## src/rtl/clipped_chroma_key_blitter_core_defines.svh

```systemverilog
// ----------------------------------------------------------------------------
// Chroma key blitter assertion macros
// Shared assertion wrappers for the blitter core.
// ----------------------------------------------------------------------------
`ifndef CLIPPED_CHROMA_KEY_BLITTER_CORE_DEFINES_SVH
`define CLIPPED_CHROMA_KEY_BLITTER_CORE_DEFINES_SVH

// clocked check, off while reset is asserted
`define CKB_ASSERT_CLK(label, prop, msg) \
    label: assert property (@(posedge aclk) disable iff (!aresetn) prop) else $error(msg);

// implication checked every clock, off while reset is asserted
`define CKB_ASSERT_IMP(label, ante, cons, msg) \
    label: assert property (@(posedge aclk) disable iff (!aresetn) (ante) |-> (cons)) \
        else $error(msg);

`endif

```

## src/rtl/ckb_pkg.sv

```systemverilog
// ----------------------------------------------------------------------------
// Chroma key blitter package
// Register map, shared types and the per-channel blend function.
// ----------------------------------------------------------------------------
`default_nettype none

package ckb_pkg;

    localparam int REG_ADDR_W = 5;
    localparam int REG_DATA_W = 32;
    localparam int POS_W      = 12;
    localparam int SIZE_W     = 13;
    localparam int COLOR_W    = 25;

    localparam logic [2:0] REG_DEST_X    = 3'd0;
    localparam logic [2:0] REG_DEST_Y    = 3'd1;
    localparam logic [2:0] REG_WIDTH     = 3'd2;
    localparam logic [2:0] REG_HEIGHT    = 3'd3;
    localparam logic [2:0] REG_KEY       = 3'd4;
    localparam logic [2:0] REG_REPLACE   = 3'd5;
    localparam logic [2:0] REG_BLEND     = 3'd6;

    typedef struct packed {
        logic [SIZE_W-1:0]  dest_x;
        logic [SIZE_W-1:0]  dest_y;
        logic [SIZE_W-1:0]  region_width;
        logic [SIZE_W-1:0]  region_height;
        logic [COLOR_W-1:0] chroma_key;
        logic [COLOR_W-1:0] replace_color;
        logic               blend_enable;
    } cfg_t;

    typedef struct packed {
        logic [POS_W-1:0] col;
        logic [POS_W-1:0] row;
        logic             done;
    } raster_t;

    // floor((a*s + (255-a)*d) / 255); exact reciprocal form for 16-bit sums
    function automatic logic [7:0] blend8(input logic [7:0] a, input logic [7:0] s,
                                          input logic [7:0] d);
        logic [15:0] n;
        logic [16:0] t;
        n = 16'(a) * 16'(s) + 16'(8'd255 - a) * 16'(d);
        t = 17'(n) + 17'(n[15:8]) + 17'd1;
        return t[15:8];
    endfunction

endpackage

`default_nettype wire

```

## src/rtl/ckb_cfg.sv

```systemverilog
// ----------------------------------------------------------------------------
// Chroma key blitter register file
// APB-style configuration registers with read back.
// ----------------------------------------------------------------------------
`default_nettype none

module ckb_cfg
    import ckb_pkg::*;
(
    input  wire logic                  aclk,
    input  wire logic                  aresetn,
    input  wire logic                  psel,
    input  wire logic                  penable,
    input  wire logic                  pwrite,
    input  wire logic [REG_ADDR_W-1:0] paddr,
    input  wire logic [REG_DATA_W-1:0] pwdata,
    output logic      [REG_DATA_W-1:0] prdata,
    output logic                       pready,
    output cfg_t                       cfg
);

    cfg_t        cfg_reg;
    logic        wr_en;
    logic [2:0]  idx;

    assign pready = 1'b1;
    assign wr_en  = psel && penable && pwrite && pready;
    assign idx    = paddr[4:2];
    assign cfg    = cfg_reg;

    always_ff @(posedge aclk) begin
        if (!aresetn) begin
            cfg_reg.dest_x        <= '0;
            cfg_reg.dest_y        <= '0;
            cfg_reg.region_width  <= SIZE_W'(1);
            cfg_reg.region_height <= SIZE_W'(1);
            cfg_reg.chroma_key    <= '1;
            cfg_reg.replace_color <= '1;
            cfg_reg.blend_enable  <= 1'b0;
        end else if (wr_en) begin
            unique case (idx)
                REG_DEST_X:  cfg_reg.dest_x        <= pwdata[SIZE_W-1:0];
                REG_DEST_Y:  cfg_reg.dest_y        <= pwdata[SIZE_W-1:0];
                REG_WIDTH:   cfg_reg.region_width  <= pwdata[SIZE_W-1:0];
                REG_HEIGHT:  cfg_reg.region_height <= pwdata[SIZE_W-1:0];
                REG_KEY:     cfg_reg.chroma_key    <= pwdata[COLOR_W-1:0];
                REG_REPLACE: cfg_reg.replace_color <= pwdata[COLOR_W-1:0];
                REG_BLEND:   cfg_reg.blend_enable  <= pwdata[0];
                default: ;
            endcase
        end
    end

    always_comb begin
        unique case (idx)
            REG_DEST_X:  prdata = REG_DATA_W'(cfg_reg.dest_x);
            REG_DEST_Y:  prdata = REG_DATA_W'(cfg_reg.dest_y);
            REG_WIDTH:   prdata = REG_DATA_W'(cfg_reg.region_width);
            REG_HEIGHT:  prdata = REG_DATA_W'(cfg_reg.region_height);
            REG_KEY:     prdata = REG_DATA_W'(cfg_reg.chroma_key);
            REG_REPLACE: prdata = REG_DATA_W'(cfg_reg.replace_color);
            REG_BLEND:   prdata = REG_DATA_W'(cfg_reg.blend_enable);
            default:     prdata = '0;
        endcase
    end

endmodule

`default_nettype wire

```

## src/rtl/ckb_raster.sv

```systemverilog
// ----------------------------------------------------------------------------
// Chroma key blitter raster counter
// Column and row position of the current source word, advanced per accept.
// ----------------------------------------------------------------------------
`default_nettype none

module ckb_raster
    import ckb_pkg::*;
(
    input  wire logic              aclk,
    input  wire logic              aresetn,
    input  wire logic              advance,
    input  wire logic [SIZE_W-1:0] region_width,
    input  wire logic [SIZE_W-1:0] region_height,
    output raster_t                pos
);

    localparam logic [SIZE_W-1:0] SIZE_MAX = SIZE_W'(4096);

    logic [POS_W-1:0]  col_reg, col_next;
    logic [POS_W-1:0]  row_reg, row_next;
    logic [SIZE_W-1:0] w_eff, h_eff;
    logic              last_col, last_row;

    function automatic logic [SIZE_W-1:0] eff_size(input logic [SIZE_W-1:0] v);
        if (v == '0) return SIZE_W'(1);
        if (v > SIZE_MAX) return SIZE_MAX;
        return v;
    endfunction

    always_comb begin
        w_eff    = eff_size(region_width);
        h_eff    = eff_size(region_height);
        // a shrunk region can leave a counter past the end; treat it as last
        last_col = (SIZE_W'(col_reg) + SIZE_W'(1)) >= w_eff;
        last_row = (SIZE_W'(row_reg) + SIZE_W'(1)) >= h_eff;
        col_next = col_reg;
        row_next = row_reg;
        if (last_col) begin
            col_next = '0;
            row_next = last_row ? '0 : row_reg + POS_W'(1);
        end else begin
            col_next = col_reg + POS_W'(1);
        end
    end

    always_ff @(posedge aclk) begin
        if (!aresetn) begin
            col_reg <= '0;
            row_reg <= '0;
        end else if (advance) begin
            col_reg <= col_next;
            row_reg <= row_next;
        end
    end

    assign pos.col  = col_reg;
    assign pos.row  = row_reg;
    assign pos.done = last_col && last_row;

endmodule

`default_nettype wire

```

## src/rtl/clipped_chroma_key_blitter_core.sv

```systemverilog
// An accepted word goes into the input register, then through the pixel logic into the
// result register on the m_ side; one word per cycle while m_tready does not stall.
// The result register frees up when m_tready is high, so s_tready stays high under flow.
// Reset (aresetn low, synchronous) empties both stages, zeroes the raster counters
// and loads register defaults: key and replace off, blend off, region 1x1 at origin.
`default_nettype none

`include "clipped_chroma_key_blitter_core_defines.svh"

// ----------------------------------------------------------------------------
// Clipped chroma key blitter core
// Places, clips, keys, recolors and blends a raster stream of source pixels.
// ----------------------------------------------------------------------------
module clipped_chroma_key_blitter_core
    import ckb_pkg::*;
#(
    parameter int FRAME_WIDTH  = 1024,
    parameter int FRAME_HEIGHT = 1024
) (
    input  wire logic                  aclk,
    input  wire logic                  aresetn,
    // src_blue, src_green, src_red, src_alpha, dst_blue, dst_green, dst_red
    input  wire logic [55:0]           s_tdata,
    input  wire logic                  s_tvalid,
    output logic                       s_tready,
    // frame_x, frame_y, out_blue, out_green, out_red, out_alpha, 4 bits zero
    output logic      [55:0]           m_tdata,
    // write_enable
    output logic      [0:0]            m_tuser,
    output logic                       m_tlast,
    output logic                       m_tvalid,
    input  wire logic                  m_tready,
    input  wire logic                  psel,
    input  wire logic                  penable,
    input  wire logic                  pwrite,
    input  wire logic [REG_ADDR_W-1:0] paddr,
    input  wire logic [REG_DATA_W-1:0] pwdata,
    output logic      [REG_DATA_W-1:0] prdata,
    output logic                       pready
);

    cfg_t     cfg;
    raster_t  pos;

    logic        s1_valid_reg;
    logic [55:0] s1_data_reg;
    raster_t     s1_pos_reg;

    logic        m_valid_reg;
    logic [55:0] m_data_reg, m_data_next;
    logic        m_we_reg, m_we_next;
    logic        m_last_reg;

    logic        out_ready, s_accept, s1_move;

    logic [7:0]  sb, sg, sr, sa, db, dg, dr;
    logic [7:0]  cb, cg, cr;
    logic [7:0]  ob, og, orr, oa;
    logic [13:0] fx, fy;
    logic        in_frame, keyed;

    assign out_ready = !m_valid_reg || m_tready;
    assign s_tready  = !s1_valid_reg || out_ready;
    assign s_accept  = s_tvalid && s_tready;
    assign s1_move   = s1_valid_reg && out_ready;

    ckb_cfg u_cfg (
        .aclk    (aclk),
        .aresetn (aresetn),
        .psel    (psel),
        .penable (penable),
        .pwrite  (pwrite),
        .paddr   (paddr),
        .pwdata  (pwdata),
        .prdata  (prdata),
        .pready  (pready),
        .cfg     (cfg)
    );

    ckb_raster u_raster (
        .aclk          (aclk),
        .aresetn       (aresetn),
        .advance       (s_accept),
        .region_width  (cfg.region_width),
        .region_height (cfg.region_height),
        .pos           (pos)
    );

    // input stage
    always_ff @(posedge aclk) begin
        if (!aresetn) begin
            s1_valid_reg <= 1'b0;
        end else if (s_tready) begin
            s1_valid_reg <= s_tvalid;
        end
    end

    always_ff @(posedge aclk) begin
        if (s_accept) begin
            s1_data_reg <= s_tdata;
            s1_pos_reg  <= pos;
        end
    end

    // pixel logic
    always_comb begin
        sb = s1_data_reg[7:0];
        sg = s1_data_reg[15:8];
        sr = s1_data_reg[23:16];
        sa = s1_data_reg[31:24];
        db = s1_data_reg[39:32];
        dg = s1_data_reg[47:40];
        dr = s1_data_reg[55:48];

        fx = {cfg.dest_x[SIZE_W-1], cfg.dest_x} + {2'b00, s1_pos_reg.col};
        fy = {cfg.dest_y[SIZE_W-1], cfg.dest_y} + {2'b00, s1_pos_reg.row};
        in_frame = !fx[13] && (fx[12:0] < 13'(FRAME_WIDTH)) &&
                   !fy[13] && (fy[12:0] < 13'(FRAME_HEIGHT));

        // sign bit of the key register disables keying
        keyed = !cfg.chroma_key[24] && (cfg.chroma_key[23:0] == {sr, sg, sb});
        m_we_next = in_frame && !keyed;

        if (!cfg.replace_color[24]) begin
            cr = cfg.replace_color[23:16];
            cg = cfg.replace_color[15:8];
            cb = cfg.replace_color[7:0];
        end else begin
            cr = sr;
            cg = sg;
            cb = sb;
        end

        if (cfg.blend_enable) begin
            ob  = blend8(sa, cb, db);
            og  = blend8(sa, cg, dg);
            orr = blend8(sa, cr, dr);
            oa  = 8'd255;
        end else begin
            ob  = cb;
            og  = cg;
            orr = cr;
            oa  = sa;
        end

        if (m_we_next) begin
            m_data_next = {4'b0000, oa, orr, og, ob, fy[9:0], fx[9:0]};
        end else begin
            m_data_next = '0;
        end
    end

    // result stage
    always_ff @(posedge aclk) begin
        if (!aresetn) begin
            m_valid_reg <= 1'b0;
        end else if (out_ready) begin
            m_valid_reg <= s1_valid_reg;
        end
    end

    always_ff @(posedge aclk) begin
        if (s1_move) begin
            m_data_reg <= m_data_next;
            m_we_reg   <= m_we_next;
            m_last_reg <= s1_pos_reg.done;
        end
    end

    assign m_tvalid   = m_valid_reg;
    assign m_tdata    = m_data_reg;
    assign m_tuser[0] = m_we_reg;
    assign m_tlast    = m_last_reg;

    // skipped pixels carry an all-zero word
    `CKB_ASSERT_IMP(a_skip_zero, m_tvalid && !m_tuser[0], m_tdata == '0, "skipped word not zero")
    // blended writes are opaque
    `CKB_ASSERT_IMP(a_blend_alpha, m_tvalid && m_tuser[0] && cfg.blend_enable, m_tdata[51:44] == 8'd255, "blend alpha not opaque")
    // a held input word stays put until the result stage frees
    `CKB_ASSERT_CLK(a_s1_hold, s1_valid_reg && !out_ready |=> s1_valid_reg && $stable(s1_data_reg), "input stage lost a word")
    // end of region restarts the raster at the origin
    `CKB_ASSERT_CLK(a_raster_wrap, s_accept && pos.done |=> pos.col == '0 && pos.row == '0, "raster did not wrap")

endmodule

`default_nettype wire
```

## config.mk

```make
export PLATFORM = sky130hd
export DESIGN_NAME = clipped_chroma_key_blitter_core
export DESIGN_NICKNAME = d
export VERILOG_FILES = /design/src/rtl/ckb_pkg.sv /design/src/rtl/ckb_cfg.sv /design/src/rtl/ckb_raster.sv /design/src/rtl/clipped_chroma_key_blitter_core.sv
export VERILOG_INCLUDE_DIRS = /design/src /design/src/rtl
export SDC_FILE = /design/constraint.sdc
export NUM_CORES = 1
export LEC_CHECK = 0
export ABC_CLOCK_PERIOD_IN_PS = 15600
export BUFFER_PORTS_ARGS = -buffer_cell sky130_fd_sc_hd__buf_2
export CORE_MARGIN = 1.5
export CORE_UTILIZATION = 40
export DETAILED_ROUTE_END_ITERATION = 6
export GPL_ROUTABILITY_DRIVEN = 0
export SYNTH_ARGS = -nofsm -noshare
export SYNTH_HDL_FRONTEND = slang
export SYNTH_HIERARCHICAL = 1
export SYNTH_SLANG_ARGS = --single-unit
```

## constraint.sdc

```tcl
create_clock -name aclk -period 15.6 [get_ports aclk]
set_input_delay 3.12 -clock aclk [delete_from_list [all_inputs] [get_ports aclk]]
set_output_delay 3.12 -clock aclk [all_outputs]
set_load 0.02 [all_outputs]
```

== After elaboration in Yosys (flattened, before gate mapping) ==
Index checks and enable logic that the tools add are counted.
Word-level totals
  register bits after elaboration: 268
  input bits: 100
  output and inout bits: 93
  logic and storage cells: 107
Operators by class
  add/subtract/negate cells: 16
  multiply operators: 6
  order comparisons: 6
  equal/unequal tests: 7
  multiplexer cells: 24
  reductions and logical operators: 29
Operators by type and width (number)
  $pmux W25 S7: 1
  $mux W13: 8
  $mux W8: 7
  $add A16 B1 Y16 const B: 3
  $add A16 B16 Y16: 3
  $add A16 B8 Y16: 3
  $mul A8 B8 Y16: 3
  $mul A16 B8 Y16: 2
  $add A13 B13 Y14: 2
  $add A12 B1 Y13 const B: 2
  $ge A13 B13 Y1: 2
  $gt A13 B13 Y1 const B: 2
  $logic_not A13 Y1: 2
  $lt A13 B11 Y1 const B: 2
  $add A12 B1 Y12 const B: 2
  $eq A24 B24 Y1: 1
  $mux W12: 2
  $mul A9 B9 Y16: 1
  $reduce_and A2 Y1: 8
  $logic_and A1 B1 Y1: 10
  $eq A3 B3 Y1 const B: 3
  $sub A8 B8 Y9 const A: 1
  $eq A3 B2 Y1 const B: 2
  $logic_not A1 Y1: 6
  4 further kinds: 10

== Logic depth before layout (Yosys ltp) ==
Gate-level depths: netlist of run 1.
  depth after elaboration: 7
  depth in mapped cells: 31
  gate-level depth less buffers: 28

== Cells and area by module ==
The synthesis of run 1 kept the hierarchy.
Modules (own cells, without submodules)
  clipped_chroma_key_blitter_core: instances 1, cells each 2133, area each 20887.5 µm², sequential area each 4093.9 µm²
  ckb_cfg: instances 1, cells each 540, area each 4820.9 µm², sequential area each 2062.0 µm²
  ckb_raster: instances 1, cells each 278, area each 2174.6 µm², sequential area each 480.5 µm²

== Least setup slack after synthesis of run 1 ==
No wires, ideal clock.
  kind: register to register
  start: register u_cfg.cfg_reg (netlist bit u_cfg/cfg[25])
  end: register m_data_reg[33] (netlist: m_tdata[33]), data pin
  library setup time: 0.275 ns
  arrival time: 7.573 ns
  required time: 15.325 ns
  setup slack: 7.752 ns
  cell stages (with the launch flop): 30
  buffers on the path: 2
  clock period less this slack: 7.848 ns
  cell sequence: dfxtp_1 clkbuf_1 clkbuf_1 mux2_2 and2_1 fa_1 inv_1 fa_1 inv_1 fa_1 fa_1 fa_1 inv_1 fa_1 inv_1 ha_1 nand2_1 o21ai_0 nand2_1 a311oi_1 and2_1 ha_1 a21o_1 a21o_1 nor2_1 a31o_2 or3_1 nor3b_1 xnor2_1 a211oi_1
On the way
  longest elaborated chain between the ends: 6
RTL lines
  from (decl): line ckb_cfg.sv:22  | cfg_t cfg_reg;
  $mux W8 (*): line clipped_chroma_key_blitter_core.sv:124  | if (!cfg.replace_color[24]) begin
  $mul A8 B8 Y16: line ckb_pkg.sv:44  | n = 16'(a) * 16'(s) + 16'(8'd255 - a) * 16'(d);
  $add A16 B16 Y16: line ckb_pkg.sv:44
  $add A16 B8 Y16: line ckb_pkg.sv:45  | t = 17'(n) + 17'(n[15:8]) + 17'd1;
  $add A16 B1 Y16: line ckb_pkg.sv:45
  $mux W8 (*): line clipped_chroma_key_blitter_core.sv:134  | if (cfg.blend_enable) begin
  to (signal assigned): line clipped_chroma_key_blitter_core.sv:164  | m_data_reg <= m_data_next;
  to (decl): line clipped_chroma_key_blitter_core.sv:50  | logic [55:0] m_data_reg, m_data_next;
Mark *: on every way between the ends. The rest lies on a longest branch, timed or not.
A chain may end at the register's enable or synchronous reset.

== Worst setup path in the final report of run 1 ==
  start: register u_cfg.cfg_reg (netlist bit u_cfg/cfg[25])
  end: register m_data_reg[40] (netlist: m_tdata[40]), data pin
Same word-level chain as after synthesis.

==> results of run 1 <==
==> area by class of cell <==
| type | instances | area share (%) |
|---|---|---|
| Clock buffer | 35 | 2.66 |
| Tap cell | 931 | 3.82 |
| Inverter | 454 | 5.59 |
| Sequential cell | 264 | 21.8 |
| Timing Repair Buffer | 191 | 3.31 |
| Multi-Input combinational cell | 2113 | 62.1 |
| Clock inverter | 21 | 0.718 |
==> through the flow <==
step	setup WS [ns]	hold WS, ns
floorplan	7.75	0.400
global placement	6.97	0.405
detailed placement	6.89	0.418
finish	6.88	0.426
CTS	6.89	0.432
global route	6.33	0.439
==> layout by cell type, fill, tap and decap left out, types with 31 or more instances in the layout <==
master	instances
inv_1	452
fa_1	289
ha_1	264
nand2_1	230
buf_2	170
nand3_1	151
edfxtp_1	135
dfxtp_1	128
nor2b_1	126
nor2_1	119
and2_1	105
nand2b_1	89
o21ai_0	88
mux2i_1	86
xnor2_1	75
a21oi_1	67
xor2_1	40
mux2_2	37
a211oi_1	32
clkbuf_16	31
==> logic make-up (layout without fill, tap and decap cells) <==
logic type / count (synthesis) / count (layout)
adder cells (fa/ha/maj): 553 / 553
buffers and inverters: 586 / 701
multiplexers: 125 / 125
AO/OA/AOI/OAI: 344 / 344
flip-flops: 264 / 264
other: 3 / 15
XOR/XNOR: 116 / 116
AND/OR/NAND/NOR: 960 / 960
==> metal layers <==
layer / vias to the layer above / track usage, % / routed length (um)
met2: 463 / 34.0 / 34100
met5: - / 0 / 0
met4: 0 / 5.24 / 1780
li1: 9937 / - / -
met3: 84 / 2.58 / 3750
met1: 10400 / 29.2 / 33400
==> final timing paths <==
path,start,endpoint,slack (ns)
worst max register to register,u_cfg/cfg[25],m_tdata[40],6.88
worst min register to register,s1_pos_reg[0],m_tlast,0.43
worst min-delay path,s1_pos_reg[0],m_tlast,0.43
worst max-delay path,u_cfg/cfg[25],m_tdata[40],6.88
==> worst max-delay path, delay by kind of cell, from the launching register on <==
family / cells / cell delay (ns)
AOI/OAI and AO/OA: 5 / 1.90
xor gates and xnor gates: 2 / 0.61
adders and majority gates: 8 / 3.56
buffers and inverters: 6 / 0.62
DFF: 1 / 0.50
muxes: 1 / 0.50
and+or+nand+nor: 4 / 0.70
==> qor.yml, run 1 <==
cp_slowest_cell: "a211oi_1"
port_buffers: 171
area_growth_syn_to_layout_pct: 9.36
hold_viol: 0
gr-total-overflow: 0
crit_type: "reg -> reg"
grt_usage_pct: 20.8
clock.fmax_mhz: 115
cts_made_buffers: 30
hold_buffers: 0
max_stage_delay_ns: 0.75
grt_max_degree: 66
ctsResizeCount: 0
netlist_area_sq_um: 27900
slew_headroom_pct: 29.9
synth-simple-area-share_pct: 18.1
synth_edf_count: 135
placementRows: 96
synthAdderAreaFrac_pct: 32.6
synth_most_common_cell: "inv_1"
num_vias: 20900
yosys_warnings: 6
start_util_pct: 40.5
cp-start-kind: "register"
endpoint_kind: "register"
nNetsFinal: 3707
worst_hold_path.num_cells: 0
cts_tree: "done"
cts_buffer_depth: 3
hp-class: "reg -> reg"
antenna_found_initial: 4
drive_gt1_share_pct: 10.6
arrival_ns: 8.99
postRouteAntennaNets: 0
dp.cells: 3953
first_pass_iters: 5
core_sq_um: 68800
first_iter_violations: 1355
ff_latch_area_sq_um: 6640
largest_reg_flops: 103
dp_hpwl_um: 54900
ys_seq_elements: 264
post-route-period-util_pct: 55.9
yosysTopAreaCellShare_pct: 20.7
io_pins: 193
yosysTopAreaCell: "fa_1"
multi_input_area_sq_um: 18900
wirelength_um: 73100
required_ns: 15.87
cap_viol_max_count: 0
grt_setup_unrepaired: "no"
final.min_clock_period_ns: 8.72
clk_pin_slew_worst_paths_ns: 0.06
fin_util_pct: 44.3
antenna_cells: 0
htree_levels: 1
ff2ff_path_depth: 26
muxShareOfSynthArea_pct: 4.72
synth-xor-area-share_pct: 3.67
fin_cells: 4009
synth_area_leaders: "fa_1 (21%), edfxtp_1 (15%), ha_1 (12%), dfxtp_1 (9.3%), inv_1 (6.1%)"
drc: 0
slew_violations: 0
synth_common_cells: "inv_1 (452), fa_1 (289), ha_1 (264)"
status: "complete, no violations"
async_flop_share_pct: 0
setup_tns_ns: 0
cts-root-buf: "clkbuf_16"
die_w_um: 267
first_global_vias: 20700
worst_pin_slew_ns: 1.03
dieHeight_um: 267
insertion_delay_ns: 0.63
crit_top_cell: "fa_1"
dpl-instance-area_sq_um: 29500
critical_path.max_fanout: 20
vias_per_cell: 5.21
ys_types: 103
synth-seq-area-share_pct: 23.8
wire_per_inst_um: 18.2
cts.sinks: 264
synth_top_family_by_area: "adder cells"
grt_pass1_wl_um: 116000
fin_area_sq_um: 30500
syn_inst: 2951
setup_violations: 0
die_area_sq_um: 71300
synth_compound_area_share_pct: 8.64
fill_cells: 6712
fin_skew_ns: 0.0465
cts_setup_buffers: 0
synth_ff_type: "edfxtp_1"
synth.avg_cell_area_sq_um: 9.45
Power of run 1 is left out: the tool's default activity adds up to more than one toggle a clock period on the data nets, which glitch-free logic cannot reach.
==> run 2, diff against run 1 <==
--- a/config.mk
+++ b/config.mk
@@ -6,7 +6,7 @@
 export SDC_FILE = /design/constraint.sdc
 export NUM_CORES = 1
 export LEC_CHECK = 0
-export ABC_CLOCK_PERIOD_IN_PS = 15600
+export ABC_CLOCK_PERIOD_IN_PS = 8600
 export BUFFER_PORTS_ARGS = -buffer_cell sky130_fd_sc_hd__buf_2
 export CORE_MARGIN = 1.5
 export CORE_UTILIZATION = 40
==> constraint.sdc (replaced) <==
create_clock -name aclk -period 8.6 [get_ports aclk]
set_input_delay 1.72 -clock aclk [delete_from_list [all_inputs] [get_ports aclk]]
set_output_delay 1.72 -clock aclk [all_outputs]
set_load 0.02 [all_outputs]
==> run 2 against run 1 <==
First-iteration DRC count increased by 9.3%; die area is the same; cell count up 0.52%; core utilization increased by 0.30 points; routed wire length is 0.35% higher; non-clock buffer count increased by 19; register-to-register slack lost 6.3 ns.
==> qor.yml, run 2 (synthesized netlist as in run 1, its figures left out) <==
die_w_um: 267  # unchanged
antenna_found_initial: 0  # -4
cts_buffer_depth: 3  # unchanged
status: "complete, no violations"
largest_reg_flops: 103  # unchanged
slew_violations: 0  # unchanged
hold_viol: 0  # unchanged
die_area_sq_um: 71300  # unchanged
first_global_vias: 20800  # +0.43%
hold_buffers: 0  # unchanged
port_buffers: 171  # unchanged
crit_type: "reg -> reg"
dieHeight_um: 267  # unchanged
cp-start-kind: "register"
layout_common_cells: "inv_1 (452), fa_1 (289), ha_1 (264), nand2_1 (230), buf_2 (170)"
cts-root-buf: "clkbuf_16"
wirelength_um: 73300  # +0.35%
crit_top_cell: "fa_1"
io_pins: 193  # unchanged
arrival_ns: 8.37  # -0.62 ns
fill_cells: 6709  # -0.045%
max_stage_delay_ns: 0.50  # -0.25 ns
grt_setup_unrepaired: "no"
wire_per_inst_um: 18.2  # -0.17%
first_iter_violations: 1481  # +9.3%
worst_pin_slew_ns: 1.16  # +0.135 ns
clock.fmax_mhz: 124  # +8.5%
drive_gt1_share_pct: 11.0  # +0.41 points
grt_pass1_wl_um: 116000  # -0.11%
htree_levels: 1  # unchanged
start_util_pct: 40.5  # unchanged
cts_made_buffers: 31  # +3.3%
area_growth_syn_to_layout_pct: 10.1
gr-total-overflow: 0  # unchanged
endpoint_kind: "register"
num_vias: 20900  # -0.0096%
nNetsFinal: 3727  # +0.54%
dp_hpwl_um: 56700  # +3.2%
first_pass_iters: 5  # unchanged
ctsResizeCount: 0  # unchanged
antenna_cells: 0  # unchanged
grt_max_degree: 71  # +7.6%
setup_tns_ns: 0  # unchanged
cts_tree: "done"
critical_path.max_fanout: 9  # -55%
hp-class: "reg -> reg"
worst-path-buf-inv: 5  # -1
vias_per_cell: 5.18  # -0.53%
critPathTopFamily: "adder cells"
insertion_delay_ns: 0.62  # about the same
final.min_clock_period_ns: 8.04  # -0.681 ns
cts.sinks: 264  # unchanged
drc: 0  # unchanged
fin_skew_ns: 0.0146  # -0.0318 ns
final_common_cell: "inv_1"
setup_violations: 0  # unchanged
postRouteAntennaNets: 0  # unchanged
cp_slowest_cell: "fa_1"
grt_usage_pct: 20.8  # -0.060 points
cts_setup_buffers: 0  # unchanged
core_sq_um: 68800  # unchanged
placementRows: 96  # unchanged
clk_pin_slew_worst_paths_ns: 0.06  # about the same
post-route-period-util_pct: 93.5  # +38 points
cap_viol_max_count: 0  # unchanged
required_ns: 8.93  # -6.94 ns
slew_headroom_pct: 21.9  # -7.9 points
==> run 2: cell count changes in the layout (fill, tap and decap cells not counted), sizes merged <==
cell and change:
inv +1, clkinvlp +1, buf +19, bufinv +3, clkinv -5, clkbuf +2
==> run 2: path summary, 6_finish.rpt <==
| path | from | end | slack, ns | cells after the start |
|---|---|---|---|---|
| max | u_cfg/cfg[25] | m_tdata[33] | 0.56 | 29 |
| min | s1_pos_reg[0] | m_tlast | 0.42 | 0 |
| max reg2reg | u_cfg/cfg[25] | m_tdata[33] | 0.56 | 29 |
| min reg2reg | s1_pos_reg[0] | m_tlast | 0.42 | 0 |
==> run 2: layer usage <==
layer,up-vias,part of all wire (%),global-route usage [%]
met5,-,0,0
met4,0,2.5,5.41
met3,93,5.4,3.02
met2,497,47,34.1
met1,10300,45,28.5
li1,9981,-,-
==> run 2: area by class of cell <==
class / instances / area, sq um / area share, %
Clock buffer: 37 / 808 / 2.63
Clock inverter: 21 / 280 / 0.913
Inverter: 454 / 1700 / 5.55
Multi-Input combinational cell: 2113 / 19000 / 61.7
Sequential cell: 264 / 6640 / 21.6
Tap cell: 931 / 1160 / 3.79
Timing Repair Buffer: 210 / 1150 / 3.75
==> run 2: per-stage QoR <==
| step | cell area (sq um) | setup WS, ns | instances | hold slack, ns | util, % |
|---|---|---|---|---|---|
| detailed placement | 29600 | 0.471 | 3972 | 0.408 | 43.0 |
| global placement | 29600 | 0.506 | 3972 | 0.411 | 43.0 |
| finish | 30700 | 0.557 | 4030 | 0.421 | 44.6 |
| floorplan | 27900 | 0.752 | 2963 | 0.400 | - |
| CTS | 30700 | 0.453 | 4030 | 0.419 | 44.6 |
| global route | 30700 | 0.00916 | 4030 | 0.444 | 44.6 |
==> run 2: worst reg2reg max path: cells and delay by family (launching register included) <==
family,cells,cell delay [ns]
flops,1,0.36
compound gates,7,1.43
fa+ha+maj,8,3.65
mux,1,0.47
buf+inv,5,0.38
simple gates,6,1.16
xor+xnor,2,0.31
Power of run 2 is left out for the same reason.
==> run 3, diff against run 2 <==
--- a/config.mk
+++ b/config.mk
@@ -6,7 +6,7 @@
 export SDC_FILE = /design/constraint.sdc
 export NUM_CORES = 1
 export LEC_CHECK = 0
-export ABC_CLOCK_PERIOD_IN_PS = 8600
+export ABC_CLOCK_PERIOD_IN_PS = 8860
 export BUFFER_PORTS_ARGS = -buffer_cell sky130_fd_sc_hd__buf_2
 export CORE_MARGIN = 1.5
 export CORE_UTILIZATION = 40
@@ -14,5 +14,4 @@
 export GPL_ROUTABILITY_DRIVEN = 0
 export SYNTH_ARGS = -nofsm -noshare
 export SYNTH_HDL_FRONTEND = slang
-export SYNTH_HIERARCHICAL = 1
 export SYNTH_SLANG_ARGS = --single-unit
==> constraint.sdc (replaced) <==
create_clock -name aclk -period 8.86 [get_ports aclk]
set_input_delay 1.772 -clock aclk [delete_from_list [all_inputs] [get_ports aclk]]
set_output_delay 1.772 -clock aclk [all_outputs]
set_load 0.02 [all_outputs]
==> run 3 against run 2 <==
First-iteration DRC count is 25% lower; sequential cell count did not move; cell count is 2.5% lower; clock-buffer cell count rose by 10; final area down 2.1%; synthesized cell count is 2.1% lower; critical endpoint is now m_tdata[23]; area after synthesis shrank 3.0%; clock skew grew 0.030 ns; die area decreased by 2.9%; routed wire length down 3.7%.
==> qor.yml, run 3 <==
cp_slowest_cell: "fa_1"
ys_seq_elements: 264  # unchanged
dpl-instance-area_sq_um: 28900  # -2.3%
crit_top_cell: "fa_1"
gr-usage-met1_pct: 29.3  # +0.84 points
htree_levels: 2  # +1
port_buffers: 171  # unchanged
num_vias: 20000  # -4.2%
worst-path-buf-inv: 5  # unchanged
syn_inst: 2890  # -2.1%
synth-simple-area-share_pct: 18.5  # +0.44 points
hold_viol: 0  # unchanged
synth_top_family_by_area: "adder cells"
max_stage_delay_ns: 0.53  # +0.03 ns
synth_edf_count: 135  # unchanged
antenna_cells: 0  # unchanged
drive_gt1_share_pct: 10.7  # -0.27 points
ys_types: 72  # -30%
cts_setup_buffers: 0  # unchanged
dieHeight_um: 263  # -1.5%
yosys_warnings: 0  # -6
antenna_found_initial: 3  # +3
hold_buffers: 0  # unchanged
endpoint: "m_tdata[23]"
wire_per_inst_um: 18.0  # -1.2%
worst_pin_slew_ns: 1.12  # -0.0446 ns
clk_pin_slew_worst_paths_ns: 0.06  # about the same
grt_max_degree: 90  # +27%
die_w_um: 263  # -1.5%
fin_util_pct: 44.8  # +0.21 points
slew_violations: 0  # unchanged
first_pass_iters: 5  # unchanged
grt_setup_unrepaired: "no"
final_common_cell: "inv_1"
yosysTopAreaCell: "fa_1"
die_area_sq_um: 69200  # -2.9%
setup_tns_ns: 0  # unchanged
r2r-end: "m_tdata[23]"
top_usage_layer: "met2"
async_flop_share_pct: 0  # unchanged
clock.fmax_mhz: 123  # -1.3%
synth_common_cells: "inv_1 (451), nand2_1 (362), fa_1 (289)"
layout_common_cells: "inv_1 (450), nand2_1 (362), fa_1 (289), ha_1 (264), buf_2 (170)"
insertion_delay_ns: 0.57  # -0.05 ns
synth.avg_cell_area_sq_um: 9.36  # -0.92%
core_sq_um: 67000  # -2.6%
synth_area_leaders: "fa_1 (21%), edfxtp_1 (15%), ha_1 (12%), dfxtp_1 (9.5%), inv_1 (6.3%)"
largest_reg_flops: 103  # unchanged
regToRegStartpoint: "u_cfg.cfg[25]"
cts-root-buf: "clkbuf_16"
critPathTopFamily: "adder cells"
final.min_clock_period_ns: 8.15  # +0.104 ns
cap_viol_max_count: 0  # unchanged
post-route-period-util_pct: 92.0  # -1.6 points
gr-total-overflow: 0  # unchanged
arrival_ns: 8.46  # +0.09 ns
first_global_vias: 20000  # -3.4%
synth_ff_type: "edfxtp_1"
use_met3_pct: 2.90  # -0.12 points
reg2reg_slack_ns: 0.71  # +0.16 ns
vias_per_cell: 5.08  # -1.8%
cts_buffer_depth: 3  # unchanged
setup_slack_ns: 0.713  # +0.156 ns
ctsResizeCount: 0  # unchanged
grt_pass1_wl_um: 112000  # -3.0%
synth-xor-area-share_pct: 3.99  # +0.32 points
area_growth_syn_to_layout_pct: 11.1
postRouteAntennaNets: 0  # unchanged
required_ns: 9.18  # +0.25 ns
muxShareOfSynthArea_pct: 3.65  # -1.1 points
hp-class: "reg -> reg"
fin_area_sq_um: 30000  # -2.1%
nNetsFinal: 3685  # -1.1%
cts.sinks: 264  # unchanged
cts_made_buffers: 34  # +9.7%
synth-seq-area-share_pct: 24.5  # +0.73 points
crit_start: "u_cfg.cfg[25]"
use_met2_pct: 32.7  # -1.4 points
placementRows: 95  # -1.0%
netlist_area_sq_um: 27100  # -3.0%
setup_violations: 0  # unchanged
wirelength_um: 70600  # -3.7%
cp-start-kind: "register"
status: "complete, no violations"
io_pins: 193  # unchanged
grt_usage_pct: 20.7  # -0.087 points
cp.depth: 29  # unchanged
slew_headroom_pct: 25.6  # +3.7 points
crit_type: "reg -> reg"
synthAdderAreaFrac_pct: 33.6  # +1.0 points
drc: 0  # unchanged
ff2ff_path_depth: 29  # unchanged
synth_most_common_cell: "inv_1"
first_iter_violations: 1105  # -25%
fin_skew_ns: 0.0442  # +0.0296 ns
yosysTopAreaCellShare_pct: 21.4  # +0.64 points
endpoint_kind: "register"
cts_tree: "done"
pre_cts_ws_ns: 0.770  # +0.299 ns
start_util_pct: 40.4  # -0.16 points
synth_compound_area_share_pct: 7.66  # -0.98 points
dp_hpwl_um: 53800  # -5.0%
critical_path.max_fanout: 18  # +9
-- run 3: cell types whose count changed after synthesis, moves of 9 or more --
cell,before,now
a21boi_0,2,42
a21oi_1,67,55
a32o_1,1,10
buf_2,20,6
clkbuf_1,82,91
mux2i_1,86,47
nand2_1,230,362
nand3_1,151,80
nor2b_1,128,145
o21ai_0,88,41
o22ai_1,2,12
-- run 3: cells by family (layout without fill, tap and decap cells) --
kind of cell,after synthesis,in the layout
XOR/XNOR,119,119
other,2,15
AO/OA/AOI/OAI,295,295
buffers and inverters,566,720
AND/OR/NAND/NOR,1005,1005
flip-flops,264,264
adder cells (fa/ha/maj),553,553
multiplexers,86,86
-- run 3: worst min path at each step --
stage               cells past startpoint          start  slack, ns       to
floorplan                               0  s1_pos_reg[0]       0.40  m_tlast
global route                            0  s1_pos_reg[0]       0.45  m_tlast
global placement                        0  s1_pos_reg[0]       0.40  m_tlast
CTS                                     0  s1_pos_reg[0]       0.44  m_tlast
finish                                  0  s1_pos_reg[0]       0.44  m_tlast
detailed placement                      0  s1_pos_reg[0]       0.43  m_tlast
-- run 3: metrics by stage --
| stage | std cells | hold WS (ns) |
|---|---|---|
| after floorplan | 2903 | 0.400 |
| after global placement | 3869 | 0.403 |
| after detailed placement | 3869 | 0.427 |
| after CTS | 3930 | 0.440 |
| after global routing | 3930 | 0.449 |
| final | 3930 | 0.437 |
-- run 3: metal layers --
layer / part of all wire (%) / vias up
li1: - / 9595
met1: 46 / 9787
met2: 45 / 506
met3: 6.0 / 89
met4: 2.7 / 6
met5: 0.048 / -
-- run 3: final cells by class --
type                            count  area [sq um]
Multi-Input combinational cell   2073         18300
Clock inverter                     14           159
Tap cell                          873          1090
Clock buffer                       47           961
Timing Repair Buffer              208          1200
Fill cell                        6605         37000
Inverter                          451          1700
Sequential cell                   264          6640
Power of run 3 is left out for the same reason.
